--- config.mk ---
export PLATFORM = sky130hd
export DESIGN_NAME = mul_div_32x16_unit
export DESIGN_NICKNAME = d
export VERILOG_FILES = /design/src/rtl/core/mdu_pkg.sv /design/src/rtl/core/mdu_datapath.sv /design/src/rtl/core/mdu_ctrl.sv /design/src/rtl/core/mul_div_32x16_unit.sv
export VERILOG_INCLUDE_DIRS = /design/src /design/src/rtl/core
export SDC_FILE = /design/constraint.sdc
export NUM_CORES = 1
export LEC_CHECK = 0
export BUFFER_PORTS_ARGS = -buffer_cell sky130_fd_sc_hd__buf_2
export CAP_MARGIN = 25
export CORE_MARGIN = 4
export CORE_UTILIZATION = 33
export CTS_BUF_LIST = sky130_fd_sc_hd__clkbuf_8
export CTS_CLUSTER_DIAMETER = 80
export CTS_CLUSTER_SIZE = 14
export DETAILED_ROUTE_END_ITERATION = 16
export SLEW_MARGIN = 20
export SYNTH_ARGS = -nofsm -noshare
export SYNTH_HDL_FRONTEND = slang
export SYNTH_SLANG_ARGS = --single-unit
--- constraint.sdc ---
create_clock -name clk -period 7.4 [get_ports clk]
set_input_delay 2.22 -clock clk [delete_from_list [all_inputs] [get_ports clk]]
set_output_delay 2.22 -clock clk [all_outputs]
set_load 0.03 [all_outputs]
--- src/rtl/core/mul_div_32x16_unit_assert.svh ---
// Assertion macros shared by the multiply/divide unit modules.
// Each macro expects signals named clk and rst_n in the including module.
`ifndef MUL_DIV_32X16_UNIT_ASSERT_SVH
`define MUL_DIV_32X16_UNIT_ASSERT_SVH

// Same-cycle implication, disabled while reset is asserted.
`define MDU_ASSERT_IMP(lbl, ante, cons) \
    lbl: assert property (@(posedge clk) disable iff (!rst_n) (ante) |-> (cons)) \
        else $error("mul_div_32x16_unit assertion failed");

// Next-cycle implication, disabled while reset is asserted.
`define MDU_ASSERT_NXT(lbl, ante, cons) \
    lbl: assert property (@(posedge clk) disable iff (!rst_n) (ante) |=> (cons)) \
        else $error("mul_div_32x16_unit assertion failed");

`endif

--- src/rtl/core/mdu_pkg.sv ---
// Package for the 32x16 multiply/divide unit: widths, operation kinds,
// step counts and the control struct between sequencer and datapath.
// No dependencies.
package mdu_pkg;

    localparam int A_W    = 32;
    localparam int B_W    = 16;
    localparam int KIND_W = 2;
    localparam int CNT_W  = 5;

    // Operation kinds carried in tuser.
    localparam logic [KIND_W-1:0] KIND_MUL    = 2'd0;
    localparam logic [KIND_W-1:0] KIND_DIV    = 2'd1;
    localparam logic [KIND_W-1:0] KIND_DIVREM = 2'd2;
    localparam logic [KIND_W-1:0] KIND_RSVD   = 2'd3;

    // Last step index for each iterative operation.
    localparam logic [CNT_W-1:0] MUL_LAST = 5'd15;
    localparam logic [CNT_W-1:0] DIV_LAST = 5'd31;

    localparam logic [B_W-1:0] HALF_ONES = 16'hFFFF;

    // Strobes from the sequencer to the datapath and output stage.
    typedef struct packed {
        logic load;
        logic step;
        logic out_load;
    } mdu_ctrl_t;

endpackage

--- src/rtl/core/mdu_datapath.sv ---
// Bit-serial datapath of the multiply/divide unit: operand and result
// shift registers with one radix-2 step per cycle. Depends on mdu_pkg.
module mdu_datapath
    import mdu_pkg::*;
(
    input  logic              clk,
    input  mdu_ctrl_t         ctrl,
    input  logic [KIND_W-1:0] kind,
    input  logic [A_W-1:0]    operand_a,
    input  logic [B_W-1:0]    operand_b,
    output logic              imm,
    output logic [A_W-1:0]    result,
    output logic [B_W-1:0]    remainder
);

    logic [KIND_W-1:0] kind_reg;
    logic [A_W-1:0]    work_reg;
    logic [A_W-1:0]    mcand_reg;
    logic [B_W-1:0]    opnd_reg;
    logic [B_W-1:0]    rem_reg;

    logic [B_W:0]      trial;
    logic [B_W+1:0]    diff;
    logic              fits;
    logic [A_W-1:0]    addend;

    // Items that finish without iterating: reserved kind, or a divide with remainder
    // whose divisor is zero or whose 16-bit quotient would overflow.
    assign imm = (kind == KIND_RSVD) ||
                 ((kind == KIND_DIVREM) &&
                  ((operand_b == '0) || (operand_a[A_W-1:B_W] >= operand_b)));

    // Restoring division step: shift in the next dividend bit and try the divisor.
    assign trial  = {rem_reg, work_reg[A_W-1]};
    assign diff   = {1'b0, trial} - {2'b00, opnd_reg};
    assign fits   = !diff[B_W+1];

    // Shift-add multiply step, multiplier bits taken from the top down.
    assign addend = opnd_reg[B_W-1] ? mcand_reg : '0;

    // Operand and result shift registers.
    always_ff @(posedge clk)
    begin
        if (ctrl.load)
        begin
            kind_reg  <= kind;
            mcand_reg <= operand_a;
            opnd_reg  <= operand_b;
            if (kind == KIND_RSVD)
            begin
                work_reg <= '0;
                rem_reg  <= '0;
            end
            else if (imm)
            begin
                work_reg <= {{(A_W-B_W){1'b0}}, HALF_ONES};
                rem_reg  <= HALF_ONES;
            end
            else if (kind == KIND_MUL)
            begin
                work_reg <= '0;
                rem_reg  <= '0;
            end
            else
            begin
                work_reg <= operand_a;
                rem_reg  <= '0;
            end
        end
        else if (ctrl.step)
        begin
            if (kind_reg == KIND_MUL)
            begin
                work_reg <= {work_reg[A_W-2:0], 1'b0} + addend;
                opnd_reg <= {opnd_reg[B_W-2:0], 1'b0};
            end
            else
            begin
                work_reg <= {work_reg[A_W-2:0], fits};
                rem_reg  <= fits ? diff[B_W-1:0] : trial[B_W-1:0];
            end
        end
    end

    assign result    = work_reg;
    assign remainder = (kind_reg == KIND_DIVREM) ? rem_reg : '0;

endmodule

--- src/rtl/core/mdu_ctrl.sv ---
// Sequencer of the multiply/divide unit: input handshake, step counter
// and hand-off to the output register. Depends on mdu_pkg and the assert header.
`include "mul_div_32x16_unit_assert.svh"

module mdu_ctrl
    import mdu_pkg::*;
(
    input  logic              clk,
    input  logic              rst_n,
    input  logic              in_valid,
    input  logic [KIND_W-1:0] kind,
    input  logic              imm,
    input  logic              out_free,
    output logic              in_ready,
    output mdu_ctrl_t         ctrl
);

    localparam logic [1:0] ST_IDLE = 2'd0;
    localparam logic [1:0] ST_RUN  = 2'd1;
    localparam logic [1:0] ST_WAIT = 2'd2;

    logic [1:0]       state_reg;
    logic [1:0]       state_next;
    logic [CNT_W-1:0] cnt_reg;
    logic [CNT_W-1:0] cnt_next;

    assign in_ready = (state_reg == ST_IDLE);

    // Next state, step count and strobes.
    always_comb
    begin
        state_next    = state_reg;
        cnt_next      = cnt_reg;
        ctrl.load     = 1'b0;
        ctrl.step     = 1'b0;
        ctrl.out_load = 1'b0;
        case (state_reg)
            ST_IDLE:
            begin
                if (in_valid)
                begin
                    ctrl.load  = 1'b1;
                    state_next = imm ? ST_WAIT : ST_RUN;
                    cnt_next   = (kind == KIND_MUL) ? MUL_LAST : DIV_LAST;
                end
            end
            ST_RUN:
            begin
                ctrl.step = 1'b1;
                if (cnt_reg == '0)
                begin
                    state_next = ST_WAIT;
                end
                else
                begin
                    cnt_next = cnt_reg - CNT_W'(1);
                end
            end
            ST_WAIT:
            begin
                if (out_free)
                begin
                    ctrl.out_load = 1'b1;
                    state_next    = ST_IDLE;
                end
            end
            default:
            begin
                state_next = ST_IDLE;
            end
        endcase
    end

    // State and counter registers.
    always_ff @(posedge clk or negedge rst_n)
    begin
        if (!rst_n)
        begin
            state_reg <= ST_IDLE;
            cnt_reg   <= '0;
        end
        else
        begin
            state_reg <= state_next;
            cnt_reg   <= cnt_next;
        end
    end

    // Strobes are exclusive, and the sequence runs load, steps, hand-off.
    `MDU_ASSERT_IMP(a_strobe_excl, 1'b1, $onehot0({ctrl.load, ctrl.step, ctrl.out_load}))
    `MDU_ASSERT_NXT(a_load_runs, ctrl.load && !imm, state_reg == ST_RUN)
    `MDU_ASSERT_NXT(a_last_step, (state_reg == ST_RUN) && (cnt_reg == '0), state_reg == ST_WAIT)

endmodule

--- src/rtl/core/mul_div_32x16_unit.sv ---
// Top level of the unsigned 32x16 multiply/divide unit: stream ports,
// sequencer, bit-serial datapath and output register. Depends on mdu_pkg,
// mdu_ctrl, mdu_datapath and the assert header.
// A multiply iterates over its 16 multiplier bits and a divide over its 32 quotient
// bits, one radix-2 step per bit; the reserved kind and a saturating divide with
// remainder skip the steps.
// A new input is taken only after the previous one has passed to the output register.
// The output register lets the next transaction start while a result waits.
// rst_n clears the sequencer and output valid asynchronously.
`include "mul_div_32x16_unit_assert.svh"

module mul_div_32x16_unit
    import mdu_pkg::*;
(
    input  logic        clk,
    input  logic        rst_n,
    input  logic        s_tvalid,
    output logic        s_tready,
    input  logic [47:0] s_tdata,   // operand_a [31:0], operand_b [47:32]
    input  logic [1:0]  s_tuser,   // kind [1:0]
    output logic        m_tvalid,
    input  logic        m_tready,
    output logic [47:0] m_tdata    // result [31:0], remainder [47:32]
);

    mdu_ctrl_t          ctl;
    logic               imm;
    logic               out_free;
    logic [A_W-1:0]     dp_result;
    logic [B_W-1:0]     dp_remainder;
    logic               out_valid_reg;
    logic [A_W+B_W-1:0] out_data_reg;

    assign out_free = !out_valid_reg || m_tready;

    mdu_ctrl u_ctrl (
        .clk      (clk),
        .rst_n    (rst_n),
        .in_valid (s_tvalid),
        .kind     (s_tuser),
        .imm      (imm),
        .out_free (out_free),
        .in_ready (s_tready),
        .ctrl     (ctl)
    );

    mdu_datapath u_datapath (
        .clk       (clk),
        .ctrl      (ctl),
        .kind      (s_tuser),
        .operand_a (s_tdata[A_W-1:0]),
        .operand_b (s_tdata[A_W+B_W-1:A_W]),
        .imm       (imm),
        .result    (dp_result),
        .remainder (dp_remainder)
    );

    // Output valid flag.
    always_ff @(posedge clk or negedge rst_n)
    begin
        if (!rst_n)
        begin
            out_valid_reg <= 1'b0;
        end
        else if (ctl.out_load)
        begin
            out_valid_reg <= 1'b1;
        end
        else if (m_tready)
        begin
            out_valid_reg <= 1'b0;
        end
    end

    // Output payload register.
    always_ff @(posedge clk)
    begin
        if (ctl.out_load)
        begin
            out_data_reg <= {dp_remainder, dp_result};
        end
    end

    assign m_tvalid = out_valid_reg;
    assign m_tdata  = out_data_reg;

    // A waiting result is never overwritten, and the unit is busy after a transaction.
    `MDU_ASSERT_IMP(a_no_overwrite, ctl.out_load, out_free)
    `MDU_ASSERT_NXT(a_busy_after_take, s_tvalid && s_tready, !s_tready)
    `MDU_ASSERT_NXT(a_result_shown, ctl.out_load, m_tvalid)

endmodule
==> results of run 1 <==
worst paths after layout:
| check | startpoint | endpoint | depth (start not counted) |
|---|---|---|---|
| max | s_tdata[16] | u_datapath.rem_reg[14] | 10 |
| min in group asynchronous | rst_n | m_tvalid | 1 |
| max in group asynchronous | rst_n | u_ctrl.cnt_reg[4] | 1 |
| min | u_ctrl.cnt_reg[0] | u_ctrl.cnt_reg[0] | 1 |
| max reg2reg | u_datapath.opnd_reg[15] | u_datapath.result[29] | 12 |
| min reg2reg | u_ctrl.cnt_reg[0] | u_ctrl.cnt_reg[0] | 1 |
through the flow:
step	total power (W)	util	instance area (sq um)	hold WS, ns
2_1_floorplan	0.003543	-	9150	0.4496
3_3_place_gp	0.004125	0.3713	10060	0.4893
3_5_place_dp	0.004165	0.3716	10070	0.4904
4_1_cts	0.004863	0.3869	10490	0.5045
5_1_grt	0.005225	0.3869	10490	0.5249
6_report	0.004840	0.3869	10490	0.5013
routing by layer:
metal | global-route usage | wire [um] | vias to the layer above | part of all wire
met4 | 0.05205 | 507 | 4 | 0.021
li1 | - | - | 3426 | -
met3 | 0.03415 | 1354 | 30 | 0.056
met2 | 0.2539 | 11270 | 197 | 0.46
met1 | 0.2102 | 11130 | 3389 | 0.46
met5 | 0 | 21 | - | 0.00086
Yosys cell counts (5+ instances only):
library cell	instances
dfrtp_1	8
edfxtp_1	146
o311ai_0	7
nor2b_1	11
a21o_1	17
xor2_1	11
or2_2	5
o21a_1	8
o21bai_1	6
a211oi_1	5
inv_1	55
o21ai_1	7
nand2b_1	9
mux2i_1	8
o21ai_0	74
nor3_1	14
nand3_1	24
nand4_1	7
clkbuf_1	30
a21oi_1	75
o31ai_1	6
nor2_1	45
nor4_1	6
or3_1	5
ha_1	64
a22oi_1	22
nand2_1	51
and3_1	6
xnor2_1	23
a222oi_1	5
and2_1	50
power groups by stage:
| stage | Clock (W) | Sequential (W) | Combinational [W] |
|---|---|---|---|
| global route | 0.000736 | 0.00171 | 0.00278 |
| CTS | 0.000699 | 0.00167 | 0.00249 |
| finish | 0.000686 | 0.00167 | 0.00249 |
| global placement | 0 | 0.00169 | 0.00244 |
| floorplan | 0 | 0.00179 | 0.00175 |
| detailed placement | 0 | 0.00169 | 0.00248 |
cell type report:
cell class,count,area share
timing repair buffer,113,0.05632
clock inverter,13,0.01468
sequential,154,0.4372
multi-input combinational,622,0.4028
clock buffer,19,0.02494
inverter,55,0.01969
tap,372,0.04439
logic make-up after synthesis:
logic type               Yosys count  synth area share
multiplexers                      10           0.01121
AO/OA/AOI/OAI                    272            0.1906
XOR/XNOR                          34           0.03254
AND/OR/NAND/NOR                  240            0.1339
buffers and inverters             90           0.03883
adder cells (fa/ha/maj)           66           0.09189
flip-flops                       154            0.5010
==> impl_results.md, run 1 <==
- Clock slew at reported path FFs: 0.09 ns
- Drt pass-1 iters: 5
- Setup TNS: 0 ns
- Largest net degree at the start of global routing: 52
- Number of synthesized flops with an enable pin: 146
- Clock Path Buffers: 2
- Fillers: 2676
- Cell Count, Final, Fillers Out: 1348
- DR DRC count: 0
- GRT Util Overall: 0.1570
- Yosys warns: 0
- Fraction of layout cells with a size suffix above 1: 0.1650
- Num ports: 104
- Residual overflow from global routing: 0
- Area Growth Syn to Fin: 14.60%
- Hold Path Class: register to register
- GPL Wtd Cong: 0.8675
- Slowest stage cell, crit path: nand3_1
- Clock buffer count from CTS: 17
- Global-route wire length before repair: 37960 um
- H-tree levels: 4
- Die area: 30460 sq um
- Asr flop ratio synth: 0.05195
- Setup Skew: 0.01836 ns
- Storage cell area: 4584 sq um
- Antenna viol nets, final: 0
- Post-Syn Nets: 986
- Switching portion of total power: 0.4298
- Delay-heaviest family, CP: compound AO/OA/AOI/OAI gates
- Post-Place Setup Slack: 2.404 ns
- CP arrival: 4.82 ns
- Vias/cell: 5.227
- Die Y: 174.5 um
- DPL Wire Length: 17620 um
- Worst-path fanout max: 20
- Fin crit share: 0.6190
- Crit path launch type: input pin
- Max reg flops: 48
- CTS Sinks: 154
- Die Wd: 174.5 um
- Status: complete, no violations
- Yosys reg bits: 154
- # hold bufs at CTS: 0
- Relative slew margins: 0.3942
- Area leader, netlist: edfxtp_1
- Power Dens Cells: 461.6 nW/um^2
- Root Driver: clkbuf_8
- Core Region: 27100 sq um
- Top cells by area, synth: edfxtp_1, ha_1, a21oi_1
- Worst setup EP type: register
- I/O Buffers: 103
- Worst-Margin Slew: 0.9087 ns
- CP peak stage delay: 0.75 ns
- Cells after DPL: 1316
- Num rows: 60
- Fin nets: 1083
- Setup WS post-layout: 2.819 ns
- Syn Inst Count: 866
- Seq/Total Area, Yosys: 0.5010
- Combinational power share: 0.514
- Final hold vios: 0
- Diode count: 0
- Most frequent cells in the layout: edfxtp_1, buf_2, o21ai_0, a21oi_1, ha_1
- Max Transition Viols Final: 0
- R2r setup slk: 3.77 ns
- CP required: 7.64 ns
- Int Pwr: 0.002760 W
- CTS tree: yes
- Clock network power share: 0.142
- Post CTS Setup Buffer Count: 0
- Psw: 0.002080 W
- Iter 0 DRT Violations: 525
- Initial core utilization: 0.3376
- Commonest non-fill, non-tap cell in the layout: edfxtp_1
- Peak VDD IR: 0.0001375 V
- Drt total wl: 24280 um
- RSZ-0062 raised after global routing: false
- WP buf/inv: 2
- Mapped cell area: 9150 sq um
- WL per Instance: 18.01 um
- Top cell type's share of synthesized area: 0.4791
- Reg power frac: 0.345
- Mean Syn Cell Area: 10.57 sq um
- Post-synth cell types: 63
- Vias in the first global route: 6931
- CTS resizes: 0
- Crit Path Category: input pin to register
- Vias post-DR: 7046
- Peak Freq: 0.2183 GHz
- Final min period: 4.581 ns
- # Max-Cap Violations: 0
- Crit path cell chain: buf_2, inv_1, ha_1, nand2b_1, a211oi_1, o31ai_1, o21ai_0, a221oi_1, nand3_1, o311ai_0
- Skew-Pair Late Insertion Delay: 0.47 ns
- Multi-input logic area: 4224 sq um
- Primary FF master, synth: edfxtp_1
- Initial antenna violation count: 2
- P_leak: 4.212 nW
- Finish-stage setup viols: 0
No activity file was read; power rests on OpenSTA's default activity.
==> run 2: changes to the inputs <==
- clock period: 7.4 -> 4.2 ns (I/O delays scaled with it)
==> run 2 against run 1 <==
Compared with the run above: core utilization rose by 0.32 points; critical path depth rose by 1; non-clock buffer count rose by 10; sequential power rose by 74%; design area rose by 0.84%; routed wire length rose by 0.28%; highest routed layer unchanged.
==> impl_results.md, run 2 (synthesis gave the netlist of run 1 again) <==
- CTS tree: yes
- Clock slew at reported path FFs: 0.09 ns
- Worst r2r src: u_datapath.opnd_reg[15]
- Combinational power share: 0.520
- Crit path launch type: register
- Core Region: 27100 sq um
- Clock buffer count from CTS: 17
- Num ports: 104
- Power Dens Cells: 811.5 nW/um^2
- WP buf/inv: 1
- Initial core utilization: 0.3376
- Die area: 30460 sq um
- Fin crit share: 0.8344
- Iter 0 DRT Violations: 516
- Min-delay src: u_datapath.result[26]
- CP most frequent cell: o21ai_0
- Post CTS Setup Buffer Count: 0
- Vias in the first global route: 7019
- Slowest stage cell, crit path: edfxtp_1
- Vias post-DR: 7064
- Global-route wire length before repair: 38430 um
- RSZ-0062 raised after global routing: false
- Most frequent cells in the layout: edfxtp_1, buf_2, o21ai_0, a21oi_1, ha_1
- Root Driver: clkbuf_8
- Fin util: 0.3902
- Setup Skew: 0.01057 ns
- Switching portion of total power: 0.4321
- P_leak: 4.258 nW
- Fillers: 2724
- GPL Wtd Cong: 0.9145
- CTS resizes: 0
- CP arrival: 3.70 ns
- Critical Path Start: u_datapath.opnd_reg[15]
- Worst setup EP type: register
- Largest net degree at the start of global routing: 71
- WL per Instance: 17.93 um
- I/O Buffers: 103
- GRT Util Overall: 0.1587
- Antenna viol nets, final: 0
- Num rows: 60
- Vias/cell: 5.202
- DPL Wire Length: 17880 um
- Crit Path Category: register to register
- Drt pass-1 iters: 5
- Die Y: 174.5 um
- Relative slew margins: 0.3695
- Crit path cell chain: buf_4, and2_1, ha_1, nor2b_1, o31ai_1, a31oi_1, o2111ai_1, a21oi_1, o21ai_0, mux2i_1, o21ai_0
- Diode count: 0
- Peak Freq: 0.2853 GHz
- Psw: 0.003707 W
- Max Transition Viols Final: 0
- Commonest non-fill, non-tap cell in the layout: edfxtp_1
- Final min period: 3.505 ns
- CP required: 4.39 ns
- Clock Path Buffers: 2
- Reg power frac: 0.339
- Max reg flops: 48
- Skew-Pair Late Insertion Delay: 0.47 ns
- DR DRC count: 0
- Initial antenna violation count: 4
- Drt total wl: 24350 um
- Fraction of layout cells with a size suffix above 1: 0.1765
- Status: complete, no violations
- H-tree levels: 4
- Setup TNS: 0 ns
- Int Pwr: 0.004873 W
- Clock network power share: 0.141
- Hold Path Class: register to register
- Fin nets: 1093
- Cells after DPL: 1326
- # Max-Cap Violations: 0
- Area Growth Syn to Fin: 15.56%
- Cell Count, Final, Fillers Out: 1358
- Finish-stage setup viols: 0
- CP peak stage delay: 0.46 ns
- Worst-path fanout max: 16
- Peak VDD IR: 0.0002563 V
- Final hold vios: 0
- Delay-heaviest family, CP: compound AO/OA/AOI/OAI gates
- # hold bufs at CTS: 0
- Worst-Margin Slew: 0.9310 ns
- Die Wd: 174.5 um
- CTS Sinks: 154
- Residual overflow from global routing: 0
==> run 2: stage by stage <==
stage | area [sq um] | power (W) | hold WS (ns) | setup slack [ns]
floorplan | 9150 | 0.006242 | 0.4496 | 0.07631
global placement | 10160 | 0.007324 | 0.4819 | 0.5995
detailed placement | 10160 | 0.007393 | 0.4865 | 0.5193
CTS | 10570 | 0.008626 | 0.5069 | 0.7483
global route | 10570 | 0.009264 | 0.5195 | 0.4802
finish | 10570 | 0.008580 | 0.5083 | 0.6953
==> run 2: final timing paths <==
kind / cells past startpoint / to / slack [ns]
min in group asynchronous: 1 / m_tvalid / 0.62
max in group asynchronous: 1 / u_ctrl.cnt_reg[4] / 3.39
setup reg to reg: 11 / u_datapath.result[25] / 0.70
hold reg to reg: 0 / m_tdata[26] / 0.51
hold / removal: 0 / m_tdata[26] / 0.51
setup / recovery: 11 / u_datapath.result[25] / 0.70
==> run 2: final cells by class <==
cell class                 instances  area, sq um  share of cell area
sequential                       154         4584              0.4336
tap                              372        465.4             0.04402
timing repair buffer             123        678.2             0.06413
multi-input combinational        622         4227              0.3997
clock inverter                    12        137.6             0.01302
inverter                          55        206.4             0.01952
clock buffer                      20        275.3             0.02603
==> run 2: power groups by stage <==
stage	registers (W)	logic (W)	clock network, W
detailed placement	0.00295	0.00444	0
CTS	0.00292	0.00448	0.00123
global route	0.00299	0.00498	0.00129
global placement	0.00295	0.00437	0
floorplan	0.00316	0.00309	0
finish	0.00291	0.00446	0.00121
==> run 2: metal layers <==
layer	GRT usage	wire length, um	up-vias
li1	-	-	3444
met1	0.2148	11120	3415
met2	0.2552	11460	163
met3	0.03632	1295	34
met4	0.04681	426	8
met5	0	43	-
==> run 3: changes to the inputs <==
- clock period: 4.2 -> 3 ns (I/O delays scaled with it)
==> run 3 against run 2 <==
Compared with the run above: clock power grew 49%; sequential cell count unchanged; largest power group unchanged; critical path depth is 1 higher; routed wire length is 2.9% higher; non-clock buffer count up 60; critical path type unchanged.
==> impl_results.md, run 3 (synthesis gave the netlist of run 1 again) <==
- Status: complete, no violations
- Largest net degree at the start of global routing: 50
- Finish-stage setup viols: 0
- CP arrival: 3.11 ns
- Vias in the first global route: 7087
- Peak Freq: 0.3444 GHz
- Combinational power share: 0.543
- Cell area after layout: 11230 sq um
- Clock slew at reported path FFs: 0.08 ns
- Cells after DPL: 1382
- Max reg flops: 48
- RSZ-0062 raised after global routing: true
- Clock buffer count from CTS: 17
- Die area: 30460 sq um
- Crit path launch type: register
- WL per Instance: 17.65 um
- Global-route wire length before repair: 38940 um
- Root Driver: clkbuf_8
- Clock network power share: 0.140
- GRT Util Overall: 0.1614
- Initial core utilization: 0.3376
- Num ports: 104
- Fraction of layout cells with a size suffix above 1: 0.2371
- Reg power frac: 0.317
- # Max-Cap Violations: 0
- Setup Skew: 0.01729 ns
- Worst-Margin Slew: 0.6838 ns
- Crit Path Category: register to register
- Die Y: 174.5 um
- Final hold vios: 0
- Switching portion of total power: 0.4158
- Fin util: 0.4145
- Vias/cell: 5.150
- Vias post-DR: 7313
- Worst-path fanout max: 7
- Antenna viol nets, final: 0
- Relative slew margins: 0.5432
- Num rows: 60
- Max Transition Viols Final: 0
- Hold Path Class: input pin to async pin
- Power Dens Cells: 1145 nW/um^2
- Iter 0 DRT Violations: 579
- Psw: 0.005347 W
- Int Pwr: 0.007514 W
- Fin crit share: 0.9680
- Setup TNS: 0 ns
- CTS tree: yes
- Fin nets: 1153
- DPL Wire Length: 18560 um
- Initial antenna violation count: 6
- Die Wd: 174.5 um
- CP required: 3.21 ns
- GPL Wtd Cong: 0.8519
- Post-DP Area: 10630 sq um
- Skew-Pair Late Insertion Delay: 0.47 ns
- Most frequent cells in the layout: edfxtp_1, buf_2, buf_4
- Area Growth Syn to Fin: 22.77%
- H-tree levels: 4
- Final min period: 2.904 ns
- DR DRC count: 0
- Core Region: 27100 sq um
- Clock Path Buffers: 2
- P_leak: 4.601 nW
- Drt pass-1 iters: 5
- CTS Sinks: 154
- Commonest non-fill, non-tap cell in the layout: edfxtp_1
- Peak VDD IR: 0.0003639 V
- I/O Buffers: 103
- Worst setup EP type: register
- Cell Count, Final, Fillers Out: 1420
- Drt total wl: 25060 um
- Residual overflow from global routing: 0
## run 3: changes by cell type in the layout (fill, tap and decap cells not counted), moves of 5 or more
cell | previous run | this run
buf_4 | 19 | 75
ha_1 | 64 | 58
inv_1 | 54 | 59
a21oi_1 | 74 | 69
o21ai_1 | 7 | 14
o21ai_0 | 74 | 67
## run 3: path summary, 6_finish.rpt
path | startpoint | endpoint | slack (ns) | cells past startpoint
setup / recovery | u_datapath.opnd_reg[15] | u_datapath.result[27] | 0.1 | 12
hold / removal | rst_n | u_ctrl.cnt_reg[0] | 0.28 | 1
setup reg to reg | u_datapath.opnd_reg[15] | u_datapath.result[27] | 0.1 | 12
hold reg to reg | u_datapath.result[8] | m_tdata[8] | 0.50 | 0
max in group asynchronous | rst_n | u_ctrl.state_reg[0] | 2.54 | 1
min in group clk | u_datapath.result[8] | m_tdata[8] | 0.50 | 0
## run 3: power by group through the flow
stage / registers [W] / logic, W / clock network, W
floorplan: 0.00440 / 0.00432 / 0
global placement: 0.00411 / 0.00663 / 0
detailed placement: 0.00411 / 0.00672 / 0
CTS: 0.00408 / 0.00683 / 0.00183
global route: 0.00418 / 0.00772 / 0.00192
finish: 0.00408 / 0.00699 / 0.00180
## run 3: per-layer routing
metal  routed length [um]  GRT usage
met5                   49          0
met1                11230     0.2128
met2                11960     0.2653
met3                 1448    0.04176
met4                  366    0.04255
## run 3: layout make-up
| class | count | area (sq um) |
|---|---|---|
| Timing Repair Buffer | 183 | 1179 |
| Clock buffer | 18 | 247.7 |
| Tap cell | 372 | 465.4 |
| Antenna cell | 2 | 5.005 |
| Multi-Input combinational cell | 622 | 4355 |
| Clock inverter | 14 | 190.2 |
| Sequential cell | 154 | 4584 |
| Fill cell | 2637 | 15870 |
| Inverter | 55 | 206.4 |
## run 3: timing repair
action,4_1_cts,5_1_grt
endpoints found under the hold margin,0,0
gates resized for setup,5,27
setup buffers,3,1
hold buffers,0,0
setup endpoints to repair,8,25
pin swaps,2,6
## run 3: per-stage QoR
stage / worst slack [ns] / power (W) / hold WS, ns
finish: 0.09613 / 0.01286 / 0.2782
global route: -0.07462 / 0.01381 / 0.2576
CTS: 0.004957 / 0.01274 / 0.2509
detailed placement: -0.1896 / 0.01083 / 0.4884
global placement: -0.1387 / 0.01074 / 0.4857
floorplan: 0.06346 / 0.008729 / 0.4496
## run 3: worst max-delay path: stages (launching register included)
cell	delay (ns)
edfxtp_1	0.43
buf_4	0.18
and2_1	0.16
ha_4	0.23
nor2b_2	0.16
o31ai_2	0.27
a31oi_2	0.19
o2111ai_2	0.27
o211ai_1	0.15
o311ai_1	0.10
buf_4	0.21
mux2i_1	0.24
o21ai_1	0.08
